--- src/tevq_ram.sv ---
// generic simple dual port ram, one write port and one registered read port
`default_nettype none

module tevq_ram #(
    parameter int DATA_W = 8,
    parameter int DEPTH  = 16
) (
    input  wire logic                     clk,
    input  wire logic                     wr_en,
    input  wire logic [$clog2(DEPTH)-1:0] wr_addr,
    input  wire logic [DATA_W-1:0]        wr_data,
    input  wire logic [$clog2(DEPTH)-1:0] rd_addr,
    output logic      [DATA_W-1:0]        rd_data
);

    logic [DATA_W-1:0] mem [DEPTH];

    always_ff @(posedge clk) begin
        if (wr_en) begin
            mem[wr_addr] <= wr_data;
        end
        rd_data <= mem[rd_addr];
    end

endmodule

`default_nettype wire

--- config.mk ---
export PLATFORM = sky130hd
export DESIGN_NAME = tevq_ram
export DESIGN_NICKNAME = d
export VERILOG_FILES = /design/src/tevq_ram.sv
export SDC_FILE = /design/constraint.sdc
export NUM_CORES = 1
export LEC_CHECK = 0
export BUFFER_PORTS_ARGS = -buffer_cell sky130_fd_sc_hd__buf_4
export CORE_MARGIN = 2
export CORE_UTILIZATION = 30
export CTS_BUF_LIST = sky130_fd_sc_hd__clkbuf_2
export DETAILED_ROUTE_END_ITERATION = 10
export GPL_ROUTABILITY_DRIVEN = 0
export PLACE_DENSITY = 0.43
export SLEW_MARGIN = 20
export SYNTH_ARGS = -nofsm -noshare
export SYNTH_HDL_FRONTEND = slang
export SYNTH_SLANG_ARGS = --single-unit
--- constraint.sdc ---
create_clock -name clk -period 2.3 [get_ports clk]
set_clock_uncertainty 0.05 [all_clocks]
set_input_delay 0.115 -clock clk [delete_from_list [all_inputs] [get_ports clk]]
set_output_delay 0.115 -clock clk [all_outputs]
set_load 0.05 [all_outputs]
After elaboration in Yosys (flattened, before gate mapping). Memories as Yosys holds them, arrays and structs flattened. A register that Yosys moved wholly into a read port is not among the register bits. Cells that the tools add are included.

Register bits after elaboration: 0. Bits in writable memories: 128. Input bits: 18. Output and inout port bits: 8. Word-level logic and storage cells: 3. Memories: 1.

Multiplexer cells: 2.

Memories: mem (depth 16, bits a word 8, rd ports 1, clocked after memory_dff 1, wr ports 1, RTL line 16) `logic [DATA_W-1:0] mem [DEPTH];`.

Operators with widths (number): $mux W1 (2).

Depth between registers and ports, before layout. Gate-level depths: netlist of run 1.

Word-level depth: 2. Gate-level depth with buffers: 5. Gate-level depth less buffers: 3.

Worst setup path after synthesis of run 1. No wires, ideal clock.

Path kind: in2reg. Start point: input wr_addr[2]. End point: memory mem[0][0] (enable). Library setup time: 0.383 ns. Arrival time: 1.225 ns. Required time: 1.867 ns. Slack: 0.642 ns. Stages on the path: 2. Buffers on the path: 0. Cells stage by stage: or3b_2 -> nor3_1.

RTL lines: from (decl) (RTL line 10) `input wire logic [$clog2(DEPTH)-1:0] wr_addr,`; to (decl) (RTL line 16).

No word-level cell before the write port.

Final worst setup path of run 1.
Start point: input wr_addr[2]. End point: memory mem[3][6] (enable).

No word-level cell before the write port.

==> results of run 1 <==
## state kept, by name (all words and copies together) (netlist names)
signal	cells
mem	128
rd_data	8
## area by class of cell
class	instances	area [um^2]
Sequential cell	136	4000
Timing Repair Buffer	65	551
Tap cell	220	275
Fill cell	1605	10600
Multi-Input combinational cell	83	1060
Clock inverter	15	116
Clock buffer	17	85.1
Antenna cell	1	2.50
## layer usage
metal / global-route usage / up-vias / share of wire
met5: 0 / - / 0
met4: 0.0451 / 0 / 0.0086
met3: 0.0428 / 5 / 0.050
met2: 0.190 / 56 / 0.47
met1: 0.178 / 1323 / 0.47
li1: - / 1125 / -
## stage by stage
step	cell area [um^2]	power [mW]	setup WS, ns	instances
final	6090	4.41	0.419	537
after global routing	6090	4.62	0.403	537
after CTS	6080	4.48	0.521	535
after global placement	5690	3.18	0.476	484
after floorplan	5150	3.03	0.642	229
after detailed placement	5690	3.18	0.451	484
## critical path: stages
cell	delay [ns]
dlygate4sd3_1	0.54
buf_4	0.15
or3b_2	0.50
dlygate4sd3_1	0.62
nor2_1	0.10
buf_4	0.20
## cell usage after synthesis (all sizes together)
cell	number
nor2b	1
a22oi	16
edfxtp	128
nor2	13
nand3b	2
mux4	32
and2b	1
nand2b	2
nand2	9
nor3	4
buf	7
or3b	1
nand3	1
and2	1
dfxtp	8
clkdlybuf4s25	3
## cell usage in the layout, fill, tap and decap left out, drive strengths merged
cell type and n:
nand3 1, buf 45, nor3 4, or3b 1, nand2 9, mux4 32, diode 1, a22oi 16
clkinv 12, dfxtp 8, nand2b 2, nand3b 2, clkinvlp 1, dlygate4sd3 20, nor2b 1, and2b 1
edfxtp 128, nor2 13, clkbuf 17, bufinv 2, and2 1
## report_power, final
group / internal, mW / total [mW] / switching [mW]
combinational: 0.151 / 0.360 / 0.210
clock: 0.459 / 1.26 / 0.805
sequential: 2.77 / 2.78 / 0.0159
total: 3.38 / 4.41 / 1.03
## logic make-up (layout without fill, tap and decap cells)
| group | count (synthesis) | after routing |
|---|---|---|
| other | 0 | 1 |
| buffers and inverters | 10 | 97 |
| flip-flops | 136 | 136 |
| multiplexers | 32 | 32 |
| AND/OR/NAND/NOR | 35 | 35 |
| AO/OA/AOI/OAI | 16 | 16 |
## repair_timing
item                                   CTS  global route
hold buffers                            19             1
gates resized for setup                  0             0
endpoints found under the hold margin  229             1
## path summary, 6_finish.rpt
kind / endpoint / slack (ns) / depth (start not counted)
worst max-delay path: mem[3][6]$_DFFE_PP_ / 0.42 / 6
worst min-delay path: rd_data[3]$_DFF_P_ / 0.08 / 4
worst max register to register: rd_data[6]$_DFF_P_ / 0.52 / 4
worst min register to register: rd_data[3]$_DFF_P_ / 0.65 / 3
==> results_dict.tcl, run 1 <==
set metrics [dict create \
    synth_top_area_cell "edfxtp_1" \
    drive_gt1_frac 0.275 \
    ys_types 19 \
    crit_path_start_kind "primary input" \
    ir_worst_vdd_mv 0.307 \
    period_share 0.818 \
    grt_pass1_wl_um 16100 \
    hold_ws_ns 0.0793 \
    die_x_um 135 \
    grt_pass1_vias 2589 \
    path_max_fanout 8 \
    avgViaCountPerCell 4.67 \
    p_leak_nw 2.03 \
    outcome "completed" \
    synth-seq-cells 136 \
    yosys.area.top_type_share 0.747 \
    synth_fa_ha_area_frac 0 \
    hp-start "rd_addr[0]" \
    hpwl_um 6720 \
    synth-compound-area-share 0.0233 \
    synthToLayoutAreaGrowth_pct 18.3 \
    row_count 47 \
    synthesis.nets 247 \
    grt_antenna_before_repair 1 \
    arrival_ns 2.22 \
    numPortBuffers 25 \
    wirelength_um 10800 \
    synth.area.mux_share 0.150 \
    syn_area_per_cell_um2 22.5 \
    ys_top_cells_by_area "edfxtp_1 75%, mux4_2 7.9%, mux4_1 7.1%" \
    fmax_ghz 0.532 \
    final_core_util 0.365 \
    fin_nets 321 \
    synth_area_um2 5150 \
    setup_viol 0 \
    cts_tree "built" \
    ioPinCount 26 \
    clk_latency_ns 0.68 \
    cap_violations 0 \
    drt_iter0_markers 173 \
    timing.rr.start "mem[0][6]$_DFFE_PP_" \
    power.density_nw_per_um2 723 \
    synth_simple_gate_area_frac 0.0318 \
    grt_max_degree 33 \
    finalMaxSlewViolations 0 \
    antenna_left 0 \
    root_buffer "clkbuf_2" \
    cp-end-kind "register" \
    finalSetupTns_ns 0 \
    core_um2 16700 \
    min_period_ns 1.88 \
    initial_utilization 0.308 \
    cts_buffer_depth 2 \
    hold_viol 0 \
    crit_type "primary input to register" \
    ys_seq_area_frac 0.778 \
    slew_headroom 0.666 \
    cp_data_required_time_ns 2.64 \
    ys.warnings.count 0 \
    die_y_um 135 \
    dieArea_um2 18200 \
    drc 0 \
    tightest_slew_ns 0.500 \
    grt.total_usage 0.128 \
    drt_first_pass_iters 4 \
    cts.sinks 136 \
    setup.worst_path.start "wr_addr[2]" \
    globalRouteOverflowTotal 0 \
    synthCells 229 \
    postCtsSetupBuffers 0 \
    min_path_type "primary input to register" \
    synth_top_family_by_area "multiplexers" \
    clk_transition_reported_paths_ns 0.17 \
    cts_made_buffers 17 \
    rsz0062_at_grt "false" \
    synth-xor-area-share 0 \
    vias 2509 \
    post_drt_wl_per_cell_um 20.0 \
    htreeDepth 4 \
]
(Power assumes the default switching activity.)
==> inputs of run 2 (changes only) <==
- ABC_AREA: default -> 1
- PLACE_DENSITY: 0.43 -> 0.44
- clock period: 2.3 -> 1.7 ns (I/O delays scaled with it)
==> run 2 against run 1 <==
Net effect: sequential cell count did not move; synthesized cell count up 140%; worst setup slack worse by 0.32 ns; sequential power is 36% higher; design area is 9.4% higher; clock-buffer cell count up 2; non-clock buffer count increased by 4; register-to-register slack worse by 0.35 ns; via count rose by 50%; critical path depth rose by 3; wire length is 31% higher; core utilization fell by 0.96 points; largest cell class unchanged.
==> results_dict.tcl, run 2 <==
set metrics [dict create \
    antenna_left 0 \
    cp_data_required_time_ns 2.32 \
    holdPathStages 4 \
    synth_edf_count 128 \
    final_common_cell "nand2_1" \
    largest_reg_flops 128 \
    drc 0 \
    grt_pass1_wl_um 22100 \
    period_share 0.943 \
    crit_type "primary input to register" \
    hold_viol 0 \
    drt_first_pass_iters 4 \
    synthArstFlopShare 0 \
    design_area_um2 6670 \
    slew_headroom 0.670 \
    yosys.area.top_type_share 0.667 \
    drive_gt1_frac 0.124 \
    cp-end-kind "register" \
    dieArea_um2 20300 \
    hold_ws_ns 0.196 \
    synth-seq-cells 136 \
    min_path_type "primary input to register" \
    top_regs "mem (128), rd_data (8)" \
    finalSetupTns_ns 0 \
    fmax_ghz 0.624 \
    setup_ws_ns 0.0968 \
    power.density_nw_per_um2 879 \
    hp-start "rd_addr[3]" \
    wirelength_um 14100 \
    ys_seq_area_frac 0.694 \
    die_x_um 143 \
    cap_violations 0 \
    setup_viol 0 \
    cts.sinks 136 \
    ir_worst_vdd_mv 0.317 \
    ys_types 12 \
    fin_nets 633 \
    synthToLayoutAreaGrowth_pct 15.6 \
    crit_path_start_kind "primary input" \
    grt_pass1_vias 3851 \
    synth_common_cells "173 x nand2_1, 128 x edfxtp_1, 100 x inv_1" \
    multiInputGateArea_um2 1210 \
    tightest_slew_ns 0.495 \
    grt_max_degree 37 \
    arrival_ns 2.22 \
    final_cell_mix "173 x nand2_1, 128 x edfxtp_1, 99 x inv_1, 97 x nand3_1, 45 x buf_4" \
    top_register "mem" \
    clk_latency_ns 0.72 \
    r2r_slack_ns 0.17 \
    cts_buffer_depth 2 \
    synth_top_area_cell "edfxtp_1" \
    power_mw 5.86 \
    outcome "completed" \
    root_buffer "clkbuf_2" \
    rsz0062_at_grt "false" \
    path_max_fanout 18 \
    die_y_um 143 \
    ys_top_cells_by_area "edfxtp_1 67%, nand2_1 11%, nand3_1 8.4%" \
    placedInstanceArea_um2 6290 \
    timing.rr.start "mem[9][3]$_DFFE_PP_" \
    avgViaCountPerCell 4.37 \
    post-synth-top-count-cell "nand2_1" \
    pre_cts_ws_ns 0.294 \
    synthesis.nets 569 \
    drt_iter0_markers 241 \
    rr_worst_depth 7 \
    synth_area_um2 5770 \
    core_um2 18800 \
    synthCells 551 \
    min_period_ns 1.60 \
    globalRouteOverflowTotal 0 \
    row_count 50 \
    post_drt_wl_per_cell_um 16.4 \
    syn_area_per_cell_um2 10.5 \
    r2r-end "rd_data[3]$_DFF_P_" \
    htreeDepth 4 \
    numPortBuffers 25 \
    p_leak_nw 2.85 \
    grt_antenna_before_repair 1 \
    hold-path-endpoint "rd_data[7]$_DFF_P_" \
    ioPinCount 26 \
    finalMaxSlewViolations 0 \
    grt.total_usage 0.150 \
    cts_tree "built" \
    fillers 1917 \
    hpwl_um 8860 \
    ys.warnings.count 0 \
    initial_utilization 0.307 \
    vias 3767 \
    ys.flop_type "edfxtp_1" \
    cts_made_buffers 17 \
    seq_area_um2 4000 \
    clk_transition_reported_paths_ns 0.20 \
]
==> run 2: logic make-up after synthesis <==
| kind of cell | after synthesis | share of synthesized area |
|---|---|---|
| buffers and inverters | 126 | 0.0952 |
| and+or+nand+nor | 289 | 0.210 |
| DFF | 136 | 0.694 |
==> run 2: worst max path at each step <==
stage | start | end | slack [ns] | cells past startpoint
after global routing | rd_addr[1] | rd_data[3]$_DFF_P_ | 0.03 | 9
final | rd_addr[1] | rd_data[3]$_DFF_P_ | 0.1 | 9
after global placement | rd_addr[2] | rd_data[6]$_DFF_P_ | 0.30 | 5
after detailed placement | rd_addr[2] | rd_data[6]$_DFF_P_ | 0.29 | 5
after CTS | rd_data[0]$_DFF_P_ | rd_data[0] | 0.12 | 1
after floorplan | wr_addr[2] | mem[10][0]$_DFFE_PP_ | 0.61 | 2
==> run 2: metrics by stage <==
| step | cells | util |
|---|---|---|
| CTS | 861 | 0.355 |
| global route | 862 | 0.355 |
| global placement | 809 | 0.335 |
| detailed placement | 809 | 0.335 |
| floorplan | 551 | - |
| finish | 862 | 0.355 |
==> run 2: routing by layer <==
layer  up-vias  global-route usage  part of all wire
met5         -                   0                 0
li1       1898                   -                 -
met1      1782               0.190              0.47
met4         0              0.0631             0.025
met2        64               0.252              0.48
met3        23              0.0288             0.028
==> run 2: layout make-up <==
class                           count  share of cell area
Clock inverter                     12             0.00939
Inverter                          102              0.0580
Antenna cell                        1            0.000375
Timing Repair Buffer               69              0.0912
Multi-Input combinational cell    289               0.182
Tap cell                          234              0.0439
Clock buffer                       19              0.0143
Sequential cell                   136               0.601
==> run 2: critical path, cell delays in order <==
cell,delay [ns]
dlygate4sd3_1,0.54
buf_4,0.14
inv_2,0.30
buf_4,0.24
nand3_1,0.09
nand3_1,0.12
nand3_1,0.08
dlygate4sd3_1,0.56
nand2_1,0.06
==> run 2: power breakdown <==
group	internal, mW	switching [mW]
clock	0.348	1.13
combinational	0.200	0.410
sequential	3.74	0.0228
==> run 2: what timing repair did <==
item / in CTS / in global routing
hold buffers: 21 / 0
endpoints found under the hold margin: 264 / 0
setup buffers: 0 / 0
endpoints found under the setup margin: 0 / 1
resized for setup: 0 / 1
==> inputs of run 3 (changes only) <==
- CTS_BUF_LIST: sky130_fd_sc_hd__clkbuf_2 -> default
==> run 3 against run 2 <==
Net effect: sequential share of layout area down 1.8 points; fmax rose by 42%; design area grew 3.0%; register-to-register slack improved by 0.43 ns; critical path depth decreased by 8; global-route usage is 0.12 points lower; worst setup slack improved by 0.47 ns; wire length fell by 0.92%; sequential cell count unchanged; clock power grew 110%; final cell count fell by 1.6%; critical path type is now register to primary output; critical endpoint is now rd_data[0]; largest power group unchanged.
==> results_dict.tcl, run 3 (same netlist as run 2, synthesis figures left out) <==
set metrics [dict create \
    min_path_type "primary input to register" \
    timing.rr.start "mem[3][7]$_DFFE_PP_" \
    grt.total_usage 0.149 \
    placedInstanceArea_um2 6290 \
    initial_utilization 0.307 \
    hpwl_um 8860 \
    core_um2 18800 \
    crit_slowest_cell "dfxtp_1" \
    design_area_um2 6870 \
    r2r_slack_ns 0.60 \
    cts_tree "built" \
    post_drt_wl_per_cell_um 16.5 \
    crit_type "register to primary output" \
    die_y_um 143 \
    num_antenna_cells 0 \
    crit_family "flip-flops" \
    cap_violations 0 \
    setup.worst_path.end "rd_data[0]" \
    cp-end-kind "primary output" \
    worstSetupPathDepth 1 \
    drc 0 \
    avgViaCountPerCell 4.41 \
    seq_area_um2 4000 \
    multiInputGateArea_um2 1210 \
    cts_buffer_depth 2 \
    fin_nets 620 \
    die_x_um 143 \
    path_buf_inv 1 \
    grt_max_degree 37 \
    crit_path_start_kind "register" \
    rr_worst_depth 6 \
    power.density_nw_per_um2 1090 \
    tightest_slew_ns 0.552 \
    grt_pass1_vias 3808 \
    r2r-end "rd_data[7]$_DFF_P_" \
    hold_ws_ns 0.00242 \
    finalMaxSlewViolations 0 \
    fillers 1891 \
    drt_first_pass_iters 4 \
    numPortBuffers 25 \
    root_buffer "clkbuf_16" \
    cts.sinks 136 \
    finalSetupTns_ns 0 \
    dieArea_um2 20300 \
    final_core_util 0.366 \
    path_cells "buf_4" \
    globalRouteOverflowTotal 0 \
    hold_viol 0 \
    clk_transition_reported_paths_ns 0.05 \
    antenna_left 0 \
    final_common_cell "nand2_1" \
    clk_latency_ns 0.42 \
    wirelength_um 14000 \
    period_share 0.665 \
    cp_data_required_time_ns 1.56 \
    top_regs "mem (128), rd_data (8)" \
    rsz0062_at_grt "false" \
    holdPathStages 1 \
    ioPinCount 26 \
    htreeDepth 4 \
    vias 3740 \
    row_count 50 \
    grt_antenna_before_repair 0 \
    path_max_fanout 1 \
    drt_iter0_markers 240 \
    setup.worst_path.start "rd_data[0]$_DFF_P_" \
    fmax_ghz 0.885 \
    final_cell_mix "173 x nand2_1, 128 x edfxtp_1, 100 x inv_1, 97 x nand3_1, 45 x buf_4" \
    cp_slowest_stage_delay_ns 0.37 \
    drive_gt1_frac 0.122 \
    slew_headroom 0.632 \
    synthToLayoutAreaGrowth_pct 19.1 \
    setup_viol 0 \
    cts_made_buffers 17 \
    outcome "completed" \
    largest_reg_flops 128 \
    arrival_ns 0.99 \
    top_register "mem" \
    cts_resized 0 \
    grt_pass1_wl_um 21900 \
    p_leak_nw 2.94 \
    min_period_ns 1.13 \
    ir_worst_vdd_mv 0.594 \
]
==> run 3: cell types whose count changed in the layout (fill, tap and decap cells not counted), sizes merged <==
cell,change
diode,-1
inv,+1
clkinvlp,-1
dlygate4sd3,-13
==> run 3: worst min path at each step <==
stage / to / slack [ns] / startpoint
floorplan: mem[0][0]$_DFFE_PP_ / 0.13 / wr_data[0]
finish: mem[2][3]$_DFFE_PP_ / 0.002 / wr_data[3]
CTS: mem[13][3]$_DFFE_PP_ / 0.002 / wr_data[3]
detailed placement: rd_data[6]$_DFF_P_ / 0.38 / rd_addr[3]
global route: mem[15][3]$_DFFE_PP_ / 0.01 / wr_data[3]
global placement: rd_data[3]$_DFF_P_ / 0.38 / rd_addr[3]
==> run 3: routing by layer <==
| metal | track usage | up-vias | share of wire | routed length, um |
|---|---|---|---|---|
| met3 | 0.0258 | 19 | 0.037 | 522 |
| met4 | 0.0662 | 0 | 0.024 | 340 |
| met5 | 0 | - | 0 | 0 |
| met2 | 0.248 | 66 | 0.48 | 6710 |
| met1 | 0.190 | 1786 | 0.46 | 6410 |
| li1 | - | 1869 | - | - |
==> run 3: final cells by class <==
class	instances	share of cell area
Multi-Input combinational cell	289	0.177
Tap cell	234	0.0426
Clock buffer	19	0.0630
Clock inverter	12	0.00911
Timing Repair Buffer	56	0.0696
Sequential cell	136	0.583
Inverter	102	0.0558
==> run 3: per-stage QoR <==
step	setup slack [ns]	cells	total power, mW
final	0.570	848	7.48
after global routing	0.463	848	7.75
after CTS	0.511	848	7.58
after detailed placement	0.294	809	4.43
after global placement	0.297	809	4.42
after floorplan	0.614	551	4.18
==> run 3: timing repair <==
action	4_1_cts	5_1_grt
setup buffers	0	0
hold endpoints to repair	95	0
hold buffers	8	0
==> run 3: power by group <==
| group | switching (mW) | leakage, nW | internal [mW] |
|---|---|---|---|
| Clock | 1.31 | 0.238 | 1.81 |
| Combinational | 0.404 | 1.48 | 0.180 |
| Sequential | 0.0230 | 1.22 | 3.75 |
| Total | 1.73 | 2.94 | 5.74 |
